==> config.mk <==
export PLATFORM = sky130hd
export DESIGN_NAME = sfcb_ctrl
export DESIGN_NICKNAME = d
export VERILOG_FILES = /design/src/rtl/sfcb_pkg.sv /design/src/rtl/sfcb_ctrl.sv
export SDC_FILE = /design/constraint.sdc
export NUM_CORES = 1
export LEC_CHECK = 0
export ABC_AREA = 1
export BUFFER_PORTS_ARGS = -buffer_cell sky130_fd_sc_hd__buf_2
export CELL_PAD_IN_SITES_DETAIL_PLACEMENT = 0
export CELL_PAD_IN_SITES_GLOBAL_PLACEMENT = 1
export CORE_MARGIN = 1.5
export CORE_UTILIZATION = 26
export DETAILED_ROUTE_END_ITERATION = 16
export GPL_TIMING_DRIVEN = 0
export PLACE_DENSITY = 0.81
export SYNTH_ARGS = -nofsm -noshare
export SYNTH_HDL_FRONTEND = slang
export SYNTH_SLANG_ARGS = --single-unit
==> constraint.sdc <==
create_clock -name clk -period 3.2 [get_ports clk]
set_clock_uncertainty 0.05 [all_clocks]
set_input_delay 0.96 -clock clk [delete_from_list [all_inputs] [get_ports clk]]
set_output_delay 0.96 -clock clk [all_outputs]
set_load 0.05 [all_outputs]
==> src/rtl/sfcb_pkg.sv <==
// Package with shared types, constants and state encodings for the code builder.
package sfcb_pkg;

	localparam int MaxSymbolsDef = 16;
	localparam int CountWidthDef = 16;
	localparam int CodeMaxLen    = 15;
	localparam int CodeLenW      = 4;
	localparam int SymIdxW       = 4;

	typedef enum logic [3:0] {
		ST_LOAD,
		ST_SORT,
		ST_INIT,
		ST_POP,
		ST_SUM,
		ST_SEARCH,
		ST_APPLY,
		ST_EMIT
	} state_t;

	// Commands from controller to datapath.
	typedef struct packed {
		logic load;
		logic sort_step;
		logic init;
		logic pop;
		logic sum_step;
		logic search_step;
		logic apply;
		logic emit_start;
		logic emit_take;
	} cmd_t;

	// Status from datapath to controller.
	typedef struct packed {
		logic sort_done;
		logic stack_empty;
		logic range_trivial;
		logic sum_done;
		logic search_done;
		logic emit_last;
	} sts_t;

endpackage

==> src/rtl/sfcb_ctrl.sv <==
// Controller state machine sequencing load, sort, split and emit phases.
module sfcb_ctrl (
	input  logic            clk,
	input  logic            arst_n,
	input  logic            in_valid,
	input  logic            in_last,
	output logic            in_ready,
	output logic            out_valid,
	input  logic            out_ready,
	output sfcb_pkg::cmd_t  cmd,
	input  sfcb_pkg::sts_t  sts
);
	import sfcb_pkg::*;

	state_t state_q, state_d;

	// State register.
	always_ff @(posedge clk or negedge arst_n) begin
		if (!arst_n) begin
			state_q <= ST_LOAD;
		end else begin
			state_q <= state_d;
		end
	end

	// Next-state logic.
	always_comb begin
		state_d = state_q;
		case (state_q)
			ST_LOAD:   if (in_valid && in_last) state_d = ST_SORT;
			ST_SORT:   if (sts.sort_done) state_d = ST_INIT;
			ST_INIT:   state_d = ST_POP;
			ST_POP: begin
				if (sts.stack_empty) state_d = ST_EMIT;
				else if (!sts.range_trivial) state_d = ST_SUM;
			end
			ST_SUM:    if (sts.sum_done) state_d = ST_SEARCH;
			ST_SEARCH: if (sts.search_done) state_d = ST_APPLY;
			ST_APPLY:  state_d = ST_POP;
			ST_EMIT:   if (out_ready && sts.emit_last) state_d = ST_LOAD;
			default:   state_d = ST_LOAD;
		endcase
	end

	// Output decode.
	always_comb begin
		cmd       = '0;
		in_ready  = 1'b0;
		out_valid = 1'b0;
		case (state_q)
			ST_LOAD: begin
				in_ready = 1'b1;
				cmd.load = in_valid;
			end
			ST_SORT:   cmd.sort_step = 1'b1;
			ST_INIT:   cmd.init = 1'b1;
			ST_POP: begin
				cmd.pop        = !sts.stack_empty;
				cmd.emit_start = sts.stack_empty;
			end
			ST_SUM:    cmd.sum_step = 1'b1;
			ST_SEARCH: cmd.search_step = 1'b1;
			ST_APPLY:  cmd.apply = 1'b1;
			ST_EMIT: begin
				out_valid     = 1'b1;
				cmd.emit_take = out_ready;
			end
			default: ;
		endcase
	end

	// Results are only shown in the emit phase and inputs only taken while loading.
	a_excl: assert property (@(posedge clk) disable iff (!arst_n) !(in_ready && out_valid))
		else $error("input and output active together");
	a_last_leaves: assert property (@(posedge clk) disable iff (!arst_n)
		(state_q == ST_EMIT && out_ready && sts.emit_last) |=> state_q == ST_LOAD)
		else $error("emit did not end");
	a_start: assert property (@(posedge clk) disable iff (!arst_n)
		(state_q == ST_LOAD && in_valid && in_last) |=> state_q == ST_SORT)
		else $error("coding did not start");
endmodule

Word-level counts from Yosys, hierarchy flattened --
Cells that the tools add are included.
Operators by class: add/sub/neg operators 0, multipliers 0, div/mod/pow operators 0, $lt $le $gt $ge 0, equal/unequal tests 13, shifts and indexed selects 0, mux-type cells 19, bitwise gates (word level) 0, reduce and logical (&&, ||, !) cells 6
Operator list (number):
- 2-to-1 mux 4 bit | 7
- one-hot mux 4 bit (7 select lines) | 1
- == test 4 x 3 -> 1 bit, second input constant | 4
- 2-to-1 mux 1 bit | 11
- != test 2 bit, second input constant | 5
- == test 4 x 2 -> 1 bit, second input constant | 2
- AND reduction 6 bit | 1
- == test 4 x 1 -> 1 bit, second input constant | 1
- logical NOT 4 bit | 1
- != test 3 bit, second input constant | 1
- logical AND 1 bit | 2
- OR reduction 2 bit | 1
- logical NOT 1 bit | 1
Word-level totals: register bits after elaboration 4, latch bits 0, memory bits (writable) 0, ROM bits 0, bits of input ports 11, word-level logic and storage cells 39, memories kept 0

Depth between registers and ports, before layout --
depth after elaboration 3, depth in mapped cells 8, mapped depth without buffers 7

Worst setup path before layout --
OpenSTA, ideal clock, no wires.
kind in2out, start input port out_ready, end output port cmd[0] in the netlist's numbering, arrival time 2.106 ns, data required time 2.190 ns, setup slack 0.084 ns, stages 1, path buffers 0, path through nor3b_1
Between the ends: word-level cells in the longest chain between the ends 1
Ends and longest elaborated chain:
- start, declared | RTL line sfcb_ctrl.sv:9 | input logic out_ready,
- 2-to-1 mux 1 bit | RTL line sfcb_ctrl.sv:50 | case (state_q)
- end, declared | RTL line sfcb_ctrl.sv:10 | output sfcb_pkg::cmd_t cmd,
Every way passes these cells.

==> impl_metrics.toml <==
[status]
status = "completed"

[finish]
nFillCells = 147
antenna_cells = 0
fin_area_um2 = 490
largest_reg_flops = 3
top_register = "state_q"
multi_input_area_um2 = 208
reg_top3 = "state_q x3"
syn2layout_area_growth_pct = 43.6
regArea_um2 = 75.1
nNetsFinal = 97
drive_gt1_share_pct = 35.3

[sta]
finalMaxSlewViolations = 0
layout_min_cycle_time_ns = 2.50
fin_crit_sh_pct = 78.1
clock.fmax_mhz = 400
fin_tns_setup_ns = 0
setup_viol = 0
relSlewSlack_pct = 82.5
rsz0062_at_grt = "no"
worstMarginPinSlew_ns = 0.262
hold_viol = 0

[clocking]
insertion_delay_ns = 0.23
ctsHtreeMaxLevel = 1
cts_root_buffer = "clkbuf_4"
cts.reportedPaths.clkPinSlew_ns = 0.04
clock_path_buffers = 2
postCtsSetupBuffers = 0
hold_buffers = 0
cts_resized = 0
cts_tree = "built"
clock_sinks = 3
cts_buffers = 3

[global_routing]
first_global_vias = 364
grt_max_degree = 9
antenna_found_initial = 0
grt_use_total_pct = 13.7
grt_pass1_wl_um = 1420
grt-ovfl-total = 0

[worst_setup_path]
end_kind = "primary output"
crit_path_max_fanout = 2
path_class = "input port to primary output"
start_kind = "input port"
worstPathArrival_ns = 1.49
cp.required_ns = 2.19

[power]
power_density_mw_per_mm2 = 1140
netSwitchingFraction_pct = 61.0
p_switching_mw = 0.341
internal_power_mw = 0.218
p_comb_share_pct = 73.3
clkPwrFrac_pct = 11.4
vdd_drop_max_mv = 0.375
power_frac_seq_pct = 15.3
power.leakage_nw = 0.342

[synthesis]
netlist_top_cells_area = "dfrtp_1 22%, nand2_1 16%, inv_1 13%, nand3_1 12%, nor2_1 7.7%"
ys_warn_count = 0
synth_edf_count = 0
yosysSeqAreaShare_pct = 22.0
yosysMostFrequentCell = "nand2_1"
synth-main-ff-cell = "dfrtp_1"
ys_top_cells_by_count = "15 x nand2_1, 12 x inv_1, 8 x nand3_1, 7 x nor2_1"
synth_top_cell_by_area = "dfrtp_1"
syn_inst = 60
synthArstFlopShare_pct = 100
avgSynthCellArea_um2 = 5.69
synthesis.nets = 71
syn-cell-area_um2 = 342
ys_ff_latch = 3
synth.top_cell.area_share_pct = 22.0
yosys.cell_types.count = 16

[placed_design]
detailed_place_hpwl_um = 682
dpl_cell_area_um2 = 464
portBuffers = 21
gp_congestion = 0.859

[drt]
vias = 427
drt-pass1-iter-count = 4
drt_iter0_markers = 12
antenna_left = 0
wl_per_cell_um = 8.63
wirelength_um = 854
drc = 0
viasPerCell = 4.31

[die]
dieHeight_um = 39.2
initial_core_util_pct = 29.2
io_pins = 22
die_w_um = 39.2
rows = 12
die-area_mm2 = 0.00154
coreArea_mm2 = 0.00117

[min_path]
min_path_type = "input port to asynchronous set/reset pin"

[job]
drv_cap = 0
## critical path, stage by stage
cell and delay (ns):
buf_2 0.08, nor3b_1 0.16, buf_2 0.29
## metal layers
metal / routed length (um) / track usage [%] / vias up
met1: 421 / 17.9 / 178
met4: 0 / 7.76 / 0
met2: 390 / 21.3 / 14
met5: 0 / 0 / -
li1: - / - / 235
met3: 42 / 1.73 / 0
## through the flow
| stage | total power [mW] | utilization (%) | hold WS, ns | setup WS, ns | instances |
|---|---|---|---|---|---|
| floorplan | 0.413 | - | 0.563 | 0.0844 | 60 |
| global placement | 0.497 | 39.6 | 0.636 | 0.704 | 95 |
| detailed placement | 0.498 | 39.6 | 0.641 | 0.698 | 95 |
| CTS | 0.568 | 41.9 | 0.462 | 0.698 | 99 |
| global route | 0.618 | 41.9 | 0.456 | 0.637 | 99 |
| finish | 0.559 | 41.9 | 0.467 | 0.702 | 99 |
## path summary, 6_finish.rpt
path | startpoint | to | slack, ns | cells after the start
hold reg to reg | state_q[0] | state_q[0] | 0.65 | 3
min in group clk | state_q[0] | state_q[0] | 0.65 | 3
setup reg to reg | state_q[1] | state_q[2] | 1.93 | 7
setup / recovery | out_ready | cmd[0] | 0.70 | 3
max in group asynchronous | arst_n | state_q[2] | 2.53 | 1
hold / removal | arst_n | state_q[0] | 0.47 | 1
## logic make-up after synthesis
group	after synthesis	share of synthesized area [%]
AND/OR/NAND/NOR	39	52.8
buffers and inverters	14	17.2
AO/OA/AOI/OAI	4	8.06
flip-flops	3	22.0
## power groups by stage
stage | Clock [mW] | Combinational [mW] | Sequential, mW
2_1_floorplan | 0 | 0.334 | 0.0783
3_5_place_dp | 0 | 0.413 | 0.0856
3_3_place_gp | 0 | 0.412 | 0.0854
4_1_cts | 0.0667 | 0.415 | 0.0856
6_report | 0.0638 | 0.410 | 0.0856
5_1_grt | 0.0719 | 0.458 | 0.0877
## layout by cell type, fill, tap and decap left out, types with 3 or more instances in the layout
cell,n
nor2_1,7
inv_1,12
nand3_1,8
clkbuf_4,3
buf_2,21
nor2_2,3
nand2_1,15
dfrtp_1,3
o21bai_1,3
## layout make-up
cell class,count,share of cell area (%)
multi-input combinational,43,42.3
timing repair buffer,21,21.4
sequential,3,15.3
inverter,13,10.5
clock buffer,4,5.36
tap,14,3.57
buffer,1,1.53
(Power assumes the default switching activity.)
