## src/rtl/sfcb_pkg.sv

```systemverilog
// Package with shared types, constants and state encodings for the code builder.
package sfcb_pkg;

	localparam int MaxSymbolsDef = 16;
	localparam int CountWidthDef = 16;
	localparam int CodeMaxLen    = 15;
	localparam int CodeLenW      = 4;
	localparam int SymIdxW       = 4;

	typedef enum logic [3:0] {
		ST_LOAD,
		ST_SORT,
		ST_INIT,
		ST_POP,
		ST_SUM,
		ST_SEARCH,
		ST_APPLY,
		ST_EMIT
	} state_t;

	// Commands from controller to datapath.
	typedef struct packed {
		logic load;
		logic sort_step;
		logic init;
		logic pop;
		logic sum_step;
		logic search_step;
		logic apply;
		logic emit_start;
		logic emit_take;
	} cmd_t;

	// Status from datapath to controller.
	typedef struct packed {
		logic sort_done;
		logic stack_empty;
		logic range_trivial;
		logic sum_done;
		logic search_done;
		logic emit_last;
	} sts_t;

endpackage

```

## src/rtl/sfcb_dp.sv

```systemverilog
// Datapath: symbol stores, bubble sorter, range stack, split search and code stores.
module sfcb_dp #(
	parameter int MAX_SYMBOLS = sfcb_pkg::MaxSymbolsDef,
	parameter int COUNT_WIDTH = sfcb_pkg::CountWidthDef
) (
	input  logic                          clk,
	input  logic                          arst_n,
	input  sfcb_pkg::cmd_t                cmd,
	output sfcb_pkg::sts_t                sts,
	input  logic [15:0]                   in_count,
	output logic [sfcb_pkg::SymIdxW-1:0]  out_index,
	output logic [sfcb_pkg::CodeMaxLen-1:0] out_code,
	output logic [sfcb_pkg::CodeLenW-1:0] out_len,
	output logic                          out_final
);
	import sfcb_pkg::*;

	localparam int IW  = $clog2(MAX_SYMBOLS);
	localparam int NW  = $clog2(MAX_SYMBOLS + 1);
	localparam int SW  = COUNT_WIDTH + NW;
	localparam int SPW = $clog2(MAX_SYMBOLS + 3);

	logic [COUNT_WIDTH-1:0] cnt_q [MAX_SYMBOLS];
	logic [IW-1:0]          idx_q [MAX_SYMBOLS];
	logic [CodeMaxLen-1:0]  code_q [MAX_SYMBOLS];
	logic [CodeLenW-1:0]    len_q [MAX_SYMBOLS];
	logic [NW-1:0]          n_q;
	logic [IW-1:0]          pos_q;
	logic [NW-1:0]          pass_q;

	logic [IW-1:0]          stk_lo_q [MAX_SYMBOLS + 2];
	logic [IW-1:0]          stk_hi_q [MAX_SYMBOLS + 2];
	logic [SPW-1:0]         sp_q;
	logic [IW-1:0]          lo_q, hi_q, k_q, split_q;
	logic [SW-1:0]          tot_q, low_q, best_q;
	logic [IW-1:0]          ptr_q;

	logic [COUNT_WIDTH-1:0] cin;
	logic [IW-1:0]          top_lo, top_hi;
	logic [SW-1:0]          cur_low, cur_up, d_new, new_low;
	logic                   sweep_end;

	assign cin    = COUNT_WIDTH >= 16 ? COUNT_WIDTH'(in_count)
	                                  : COUNT_WIDTH'(in_count[15:0]);
	assign top_lo = stk_lo_q[sp_q - SPW'(1)];
	assign top_hi = stk_hi_q[sp_q - SPW'(1)];
	assign sweep_end = (NW'(pos_q) + NW'(2) >= n_q);

	// Lower sum after moving the boundary down one entry, and the resulting difference.
	assign new_low = low_q - SW'(cnt_q[k_q]);
	assign cur_low = new_low;
	assign cur_up  = tot_q - new_low;
	assign d_new   = cur_low >= cur_up ? cur_low - cur_up : cur_up - cur_low;

	// Status.
	always_comb begin
		sts.sort_done     = (n_q <= NW'(1)) || (pass_q + NW'(1) >= n_q && sweep_end);
		sts.stack_empty   = (sp_q == '0);
		sts.range_trivial = !(top_lo < top_hi && IW'(top_lo + IW'(1)) != top_hi)
		                    || top_lo >= top_hi;
		sts.sum_done      = (ptr_q == hi_q);
		sts.search_done   = (k_q == lo_q) || (d_new >= best_q);
		sts.emit_last     = (ptr_q == '0);
	end

	assign out_index = SymIdxW'(idx_q[ptr_q]);
	assign out_code  = code_q[ptr_q];
	assign out_len   = len_q[ptr_q];
	assign out_final = (ptr_q == '0);

	// Control counters.
	always_ff @(posedge clk or negedge arst_n) begin
		if (!arst_n) begin
			n_q     <= '0;
			pos_q   <= '0;
			pass_q  <= '0;
			sp_q    <= '0;
			ptr_q   <= '0;
		end else begin
			if (cmd.load && n_q < NW'(MAX_SYMBOLS)) n_q <= n_q + NW'(1);
			if (cmd.load) begin
				pos_q  <= '0;
				pass_q <= NW'(1);
			end
			if (cmd.sort_step) begin
				if (sweep_end) begin
					pos_q  <= '0;
					pass_q <= pass_q + NW'(1);
				end else begin
					pos_q <= pos_q + IW'(1);
				end
			end
			if (cmd.init) sp_q <= SPW'(1);
			if (cmd.pop) begin
				sp_q <= sp_q - SPW'(1);
				ptr_q <= top_lo;
			end
			if (cmd.sum_step && ptr_q != hi_q) ptr_q <= ptr_q + IW'(1);
			if (cmd.apply) sp_q <= sp_q + SPW'(2);
			// Results leave from the largest count downward.
			if (cmd.emit_start) ptr_q <= IW'(n_q - NW'(1));
			if (cmd.emit_take) begin
				ptr_q <= ptr_q - IW'(1);
				if (ptr_q == '0) n_q <= '0;
			end
		end
	end

	// Stores, stack and search registers.
	always_ff @(posedge clk) begin
		if (cmd.load && n_q < NW'(MAX_SYMBOLS)) begin
			cnt_q[IW'(n_q)] <= cin;
			idx_q[IW'(n_q)] <= IW'(n_q);
		end
		if (cmd.sort_step && n_q > NW'(1) && cnt_q[pos_q] > cnt_q[pos_q + IW'(1)]) begin
			cnt_q[pos_q]         <= cnt_q[pos_q + IW'(1)];
			cnt_q[pos_q + IW'(1)] <= cnt_q[pos_q];
			idx_q[pos_q]         <= idx_q[pos_q + IW'(1)];
			idx_q[pos_q + IW'(1)] <= idx_q[pos_q];
		end
		if (cmd.init) begin
			for (int i = 0; i < MAX_SYMBOLS; i++) begin
				code_q[i] <= '0;
				len_q[i]  <= '0;
			end
			stk_lo_q[0] <= '0;
			stk_hi_q[0] <= IW'(n_q - NW'(1));
		end
		if (cmd.pop) begin
			lo_q  <= top_lo;
			hi_q  <= top_hi;
			tot_q <= '0;
			if (top_lo + IW'(1) == top_hi && top_lo < top_hi) begin
				if (len_q[top_lo] < CodeLenW'(CodeMaxLen)) begin
					code_q[top_lo] <= {code_q[top_lo][CodeMaxLen-2:0], 1'b1};
					len_q[top_lo]  <= len_q[top_lo] + CodeLenW'(1);
				end
				if (len_q[top_hi] < CodeLenW'(CodeMaxLen)) begin
					code_q[top_hi] <= {code_q[top_hi][CodeMaxLen-2:0], 1'b0};
					len_q[top_hi]  <= len_q[top_hi] + CodeLenW'(1);
				end
			end
		end
		// Accumulate the range total one entry per cycle.
		if (cmd.sum_step) begin
			tot_q <= tot_q + SW'(cnt_q[ptr_q]);
			if (ptr_q == hi_q) begin
				low_q   <= tot_q + SW'(cnt_q[ptr_q]) - SW'(cnt_q[hi_q]);
				best_q  <= (tot_q + SW'(cnt_q[ptr_q]) - SW'(cnt_q[hi_q])) >= SW'(cnt_q[hi_q])
				           ? tot_q + SW'(cnt_q[ptr_q]) - SW'(cnt_q[hi_q]) - SW'(cnt_q[hi_q])
				           : SW'(cnt_q[hi_q]) - (tot_q + SW'(cnt_q[ptr_q]) - SW'(cnt_q[hi_q]));
				k_q     <= hi_q - IW'(1);
				split_q <= hi_q - IW'(1);
			end
		end
		// Move the boundary down while the imbalance strictly falls.
		if (cmd.search_step && !sts.search_done) begin
			low_q   <= new_low;
			best_q  <= d_new;
			k_q     <= k_q - IW'(1);
			split_q <= k_q - IW'(1);
		end
		// Append one bit to every entry of the range; push the upper part, then the lower.
		if (cmd.apply) begin
			for (int i = 0; i < MAX_SYMBOLS; i++) begin
				if (IW'(i) >= lo_q && IW'(i) <= hi_q && len_q[i] < CodeLenW'(CodeMaxLen)) begin
					code_q[i] <= {code_q[i][CodeMaxLen-2:0], IW'(i) <= split_q};
					len_q[i]  <= len_q[i] + CodeLenW'(1);
				end
			end
			stk_lo_q[sp_q]          <= split_q + IW'(1);
			stk_hi_q[sp_q]          <= hi_q;
			stk_lo_q[sp_q + SPW'(1)] <= lo_q;
			stk_hi_q[sp_q + SPW'(1)] <= split_q;
		end
	end

	// Stack depth never exceeds MAX_SYMBOLS.
	a_sp: assert property (@(posedge clk) disable iff (!arst_n) sp_q <= SPW'(MAX_SYMBOLS))
		else $error("range stack overflow");
	a_split: assert property (@(posedge clk) disable iff (!arst_n)
		cmd.apply |-> (split_q >= lo_q && split_q < hi_q))
		else $error("split out of range");
	a_n: assert property (@(posedge clk) disable iff (!arst_n) n_q <= NW'(MAX_SYMBOLS))
		else $error("symbol count overflow");
endmodule

```

## config.mk

```make
export PLATFORM = sky130hd
export DESIGN_NAME = sfcb_dp
export DESIGN_NICKNAME = d
export VERILOG_FILES = /design/src/rtl/sfcb_pkg.sv /design/src/rtl/sfcb_dp.sv
export SDC_FILE = /design/constraint.sdc
export NUM_CORES = 2
export LEC_CHECK = 0
export ABC_AREA = 1
export BUFFER_PORTS_ARGS = -buffer_cell sky130_fd_sc_hd__buf_2
export CORE_MARGIN = 2
export CORE_UTILIZATION = 35
export CTS_BUF_LIST = sky130_fd_sc_hd__clkbuf_4 sky130_fd_sc_hd__clkbuf_8
export CTS_CLUSTER_DIAMETER = 30
export DETAILED_ROUTE_END_ITERATION = 7
export PLACE_DENSITY_LB_ADDON = 0.05
export SLEW_MARGIN = 10
export SYNTH_ARGS = -nofsm -noshare
export SYNTH_HDL_FRONTEND = slang
export SYNTH_SLANG_ARGS = --single-unit
```

## constraint.sdc

```tcl
create_clock -name clk -period 11.35 [get_ports clk]
set_input_delay 0.5675 -clock clk [delete_from_list [all_inputs] [get_ports clk]]
set_output_delay 0.5675 -clock clk [all_outputs]
set_load 0.005 [all_outputs]
```

Yosys cells after proc, flatten, opt, wreduce, memory -nomap -nowiden
Memories as Yosys holds them, arrays and structs flattened. A register that Yosys moved wholly into a read port is not among the register bits.
Cells that the tools add are included.
W data, S select, Z words.
{"block": "totals", "input_bits": 27, "elab_cells": 592, "ram_bits": 768, "register_bits": 98, "output_inout_bits": 30, "memories": 6}
{"name": "cnt_q", "depth": 16, "word_bits": 16, "rd": 5, "rd_clocked_by_memory_dff": 2, "wr": 3, "line_no": "sfcb_dp.sv:23", "text": "logic [COUNT_WIDTH-1:0] cnt_q [MAX_SYMBOLS];"}
{"name": "code_q", "depth": 16, "word_bits": 15, "rd": 19, "rd_clocked_by_memory_dff": 0, "wr": 18, "line_no": "sfcb_dp.sv:25", "text": "logic [CodeMaxLen-1:0] code_q [MAX_SYMBOLS];"}
{"name": "stk_hi_q", "depth": 18, "word_bits": 4, "rd": 1, "rd_clocked_by_memory_dff": 0, "wr": 3, "line_no": "sfcb_dp.sv:32", "text": "logic [IW-1:0] stk_hi_q [MAX_SYMBOLS + 2];"}
{"name": "stk_lo_q", "depth": 18, "word_bits": 4, "rd": 1, "rd_clocked_by_memory_dff": 0, "wr": 3, "line_no": "sfcb_dp.sv:31", "text": "logic [IW-1:0] stk_lo_q [MAX_SYMBOLS + 2];"}
{"name": "idx_q", "depth": 16, "word_bits": 4, "rd": 3, "rd_clocked_by_memory_dff": 0, "wr": 3, "line_no": "sfcb_dp.sv:24", "text": "logic [IW-1:0] idx_q [MAX_SYMBOLS];"}
{"name": "len_q", "depth": 16, "word_bits": 4, "rd": 19, "rd_clocked_by_memory_dff": 0, "wr": 18, "line_no": "sfcb_dp.sv:26", "text": "logic [CodeLenW-1:0] len_q [MAX_SYMBOLS];"}
{"block": "classes", "bitwise_logic": 212, "magnitude_cmp": 77, "muxes": 127, "eq_ne": 65, "add_sub_neg": 40, "n_reduce_logical": 54}
{"op": "$eq A4 B4 Y1 const B", "n": 60}
{"op": "$mux W15", "n": 16}
{"op": "$mux W21", "n": 10}
{"op": "$and A1 B1 Y1", "n": 120}
{"op": "$mux W4", "n": 28}
{"op": "$add A4 B1 Y4 const B", "n": 22}
{"op": "$lt A4 B4 Y1 const B", "n": 18}
{"op": "$le A4 B4 Y1 const A", "n": 16}
{"op": "$mux W1", "n": 64}
{"op": "$sub A21 B16 Y21", "n": 3}
{"op": "$sub A21 B21 Y21", "n": 3}
{"op": "$not A1 Y1", "n": 60}
{"op": "$mux W5", "n": 9}
{"op": "$ge A21 B21 Y1", "n": 2}
{"op": "$logic_and A1 B1 Y1", "n": 40}
{"op": "$ge A4 B4 Y1 const A", "n": 8}
{"op": "$le A3 B4 Y1 const A", "n": 8}
{"op": "$or A1 B1 Y1", "n": 32}
{"op": "$add A21 B16 Y21", "n": 1}
{"op": "$ge A21 B16 Y1", "n": 1}
{"op": "$sub A16 B21 Y21", "n": 1}
{"op": "$ge A3 B4 Y1 const A", "n": 4}
{"op": "$gt A16 B16 Y1", "n": 1}
{"op": "$le A1 B4 Y1 const A", "n": 4}
{"op": "other kinds (24)", "n": 44}

Logic depth before layout (Yosys ltp)
{"block": "depth", "word_depth": 23, "mapped_depth": 66, "mapped_depth_nobuf": 62}

Worst setup path before layout
OpenSTA, ideal clock, no wires.
{"block": "synth_timing", "path_type": "register -> register", "from": "register (tool-made name)", "to": "register best_q[0], enable pin", "setup_slack_ns": 2.364, "synth_period_minus_slack_ns": 8.986, "stages_incl_launch_ff": 56, "required_ns": 10.940, "setup_ns": 0.410, "n_path_buf": 5, "t_arrival_ns": 8.577, "cell_sequence": "dfxtp_1 clkbuf_1 clkbuf_1 clkbuf_1 o21ai_0 nand2_1 o221ai_1 o21ai_0 ha_1 inv_1 fa_1 nand3_1 nand2_1 nand2_1 nand3_1 a31o_2 xnor2_1 ha_1 [20 not listed] o21ai_0 nand2_1 inv_1 ha_1 a21oi_1 o21ai_0 a21oi_1 nor2_1 nor2_1 nor2_1 o21ai_0 a21oi_1 inv_1 a21oi_1 a311oi_1 nand2_1 clkbuf_1 nand2_1"}
{"element": "end signal: assignment", "line_no": "sfcb_dp.sv:149", "text": "best_q <= (tot_q + SW'(cnt_q[ptr_q]) - SW'(cnt_q[hi_q])) >= SW'(cnt_q[hi_q])"}
{"element": "end signal: assignment", "line_no": "sfcb_dp.sv:159", "text": "best_q <= d_new;"}
{"element": "end: declaration", "line_no": "sfcb_dp.sv:35", "text": "logic [SW-1:0] tot_q, low_q, best_q;"}

==> flow_summary_export.csv <==
group,metric,value,unit
logic_synthesis,yosys_warnings,0,
logic_synthesis,syn_nets,10810,
floorplanning,fp.dieArea,216600,µm²
timing,finalSetupViolCount,0,
critical_path,cp_common_cell,"nand2_1",
logic_synthesis,synth.area.top_cells,"edfxtp_1 (33%), o21ai_0 (14%), nand2_1 (8.8%)",
clock_tree,clock_sinks,874,
global_route,grt_use_total,0.3416,
clock_tree,clk_latency,1.13,ns
place,gp_congestion,0.9327,
floorplanning,ios,57,
critical_path,crit_cells,53,
logic_synthesis,synth_area_leader_cell,"edfxtp_1",
clock_tree,cts_tree,"yes",
global_route,grt_pass1_wl,541800,µm
timing,finalMaxSlewViolations,0,
detailed_routing,ant_nets,0,
detailed_routing,detail_route.vias_per_cell,6.071,
detailed_routing,dr.pass1.iters,7,
logic_synthesis,synth_top_area_frac,0.3333,
run,maxCapViolations,0,
global_route,antenna_found_initial,25,
detailed_routing,post_drt_wl_per_cell,28.83,µm
critical_path,cp_max_fo,23,
cells_and_area,fillCellCount,22440,
logic_synthesis,syn-cell-area,74500,µm²
floorplanning,fp.dieH,465.4,µm
logic_synthesis,synth_flop_cell,"edfxtp_1",
cells_and_area,layout_common_cells,"o21ai_0 (2106), nand2_1 (1729), a21oi_1 (1185)",
critical_path,path_delay_family,"compound AO/OA/AOI/OAI gates",
clock_tree,cts_root_buf,"clkbuf_8",
timing,fmax,0.09632,GHz
timing,grt_setup_unrepaired,"no",
logic_synthesis,synthArstFlopShare,0.02632,
place,numPlacedInstances,12780,
timing,fin_crit_sh,0.9148,
critical_path,end_kind,"output port",
detailed_routing,drc,0,
logic_synthesis,syn_area_per_cell,7.070,µm²
logic_synthesis,ys_ff_latch,874,
logic_synthesis,yosysUniqueCellTypes,73,
critical_path,reg2reg_slack,1.25,ns
detailed_routing,drt_iter0_markers,10880,
cells_and_area,drive_gt1_frac,0.09690,
hold_path,min_path_type,"input pin to register",
floorplanning,num_rows,169,
critical_path,slowest_delay,0.62,ns
logic_synthesis,synth_edf_count,827,
place,hpwlAfterDp,245100,µm
clock_tree,clock_path_buffers,4,
timing,fin_crit,10.38,ns
critical_path,crit_type,"register to output port",
logic_synthesis,yosysSeqAreaShare,0.3475,
detailed_routing,vias,81180,
clock_tree,path_clk_slew,0.05,ns
clock_tree,h-tree-depth,5,
critical_path,endpoint,"sts[1]",
critical_path,worst-r2r-cell-count,56,
floorplanning,die_w,465.4,µm
critical_path,critPathLaunchType,"register",
timing,tns,0,ns
critical_path,worstPathRequired,10.78,ns
global_route,grt_max_degree,147,
cells_and_area,nets,10570,
clock_tree,numCtsBuffers,320,
cells_and_area,final_common_cell,"o21ai_0",
logic_synthesis,netlist_instances,10540,
critical_path,cpMaxStageDelayCell,"dfxtp_4",
timing,slew_headroom,0.1441,
timing,finalHoldViolCount,0,
timing,finClkSkew,0.1012,ns
floorplanning,core,211900,µm²
timing,worst_pin_slew,1.283,ns
place,port_buffers,56,
critical_path,arrival,9.82,ns
cells_and_area,stdcell_count,13370,
detailed_routing,routed_wl,385500,µm
global_route,overflow,0,
global_route,grt_pass1_vias,75050,
run_status,status,"finished, final reports clean",
floorplanning,initial_core_util,0.3516,
cells_and_area,area_growth,12.31,%
critical_path,path_buf_inv,8,
through the flow:
step | worst slack (ns) | area (µm²) | hold WS, ns | util
finish | 0.9674 | 83680 | 0.09989 | 0.3949
global route | 0.04095 | 83660 | 0.07376 | 0.3948
CTS | 0.4050 | 83600 | 0.01028 | 0.3946
detailed placement | 0.4633 | 77020 | 0.4844 | 0.3635
global placement | 0.4848 | 77020 | 0.4656 | 0.3635
floorplan | 2.364 | 74500 | 0.2719 | -
flip-flops by register name (all words and copies together) (netlist names), 21 cells and up, named ones only:
| name | cells |
|---|---|
| cnt_q | 256 |
| code_q | 240 |
| stk_hi_q | 72 |
| stk_lo_q | 72 |
| idx_q | 64 |
| len_q | 64 |
| best_q | 21 |
| low_q | 21 |
| tot_q | 21 |
cell usage after synthesis, types with 23 or more instances:
cell type / number
nand2_1: 1745
nor2_1: 563
o211ai_1: 406
o21ai_0: 2111
edfxtp_1: 827
o22ai_1: 263
inv_2: 28
buf_4: 25
buf_1: 82
dfrtp_1: 23
clkbuf_1: 656
xnor2_1: 41
xor2_1: 132
clkinv_1: 30
inv_1: 993
nor3_1: 35
o21ai_1: 160
dfxtp_1: 24
o221ai_1: 104
ha_1: 241
or2_2: 27
buf_2: 98
nand4_1: 59
a21oi_1: 1185
nand3_1: 430
layer usage:
layer | part of all wire | routed length (µm) | track usage
met5 | 0.00041 | 157 | 0
met4 | 0.049 | 18730 | 0.1555
met3 | 0.11 | 41140 | 0.08328
met2 | 0.42 | 162800 | 0.5085
met1 | 0.42 | 162700 | 0.4653
logic make-up after synthesis:
group,synth area share
and+or+nand+nor,0.1627
AOI/OAI and AO/OA,0.3229
xor gates and xnor gates,0.02151
buffers and inverters,0.1025
muxes,0.0002687
DFF,0.3475
adders and majority gates,0.04262
how the worst min path moves through the flow:
stage                                     startpoint                          to  slack [ns]  cells after the start
after detailed placement  code_q[14][0]$_SDFFE_PP0P_  code_q[14][0]$_SDFFE_PP0P_        0.48                      2
after CTS                                in_count[6]       cnt_q[0][6]$_DFFE_PP_        0.01                      3
after floorplan                               arst_n            n_q[0]$_DFF_PN0_        0.27                      0
final                                    in_count[6]       cnt_q[0][6]$_DFFE_PP_         0.1                      3
after global routing                     in_count[1]      cnt_q[11][1]$_DFFE_PP_        0.07                      3
after global placement    code_q[14][0]$_SDFFE_PP0P_  code_q[14][0]$_SDFFE_PP0P_        0.47                      2
worst min-delay path, delay by kind of cell:
family	cells	cell delay (ns)
buf+inv	1	0.28
compound gates	2	0.21
final cells by class:
cell class / count / area [µm²] / area share
well taps: 2821 / 3530 / 0.04218
clock inverters: 154 / 1295 / 0.01548
flip-flops and latches: 874 / 25930 / 0.3099
inverters: 1052 / 3986 / 0.04764
multi-input cells: 7730 / 41400 / 0.4948
repair buffers: 317 / 2332 / 0.02787
diodes: 13 / 32.53 / 0.0003888
clock buffers: 410 / 5167 / 0.06176
repair_timing:
item | CTS | global route
hold endpoints to repair | 49 | 0
hold buffers | 12 | 0
setup endpoints to repair | 0 | 30
gates resized for setup | 0 | 2
setup buffers | 0 | 2
Power is left out: the tool's default activity adds up to more than one toggle a clock period on the data nets, which glitch-free logic cannot reach.
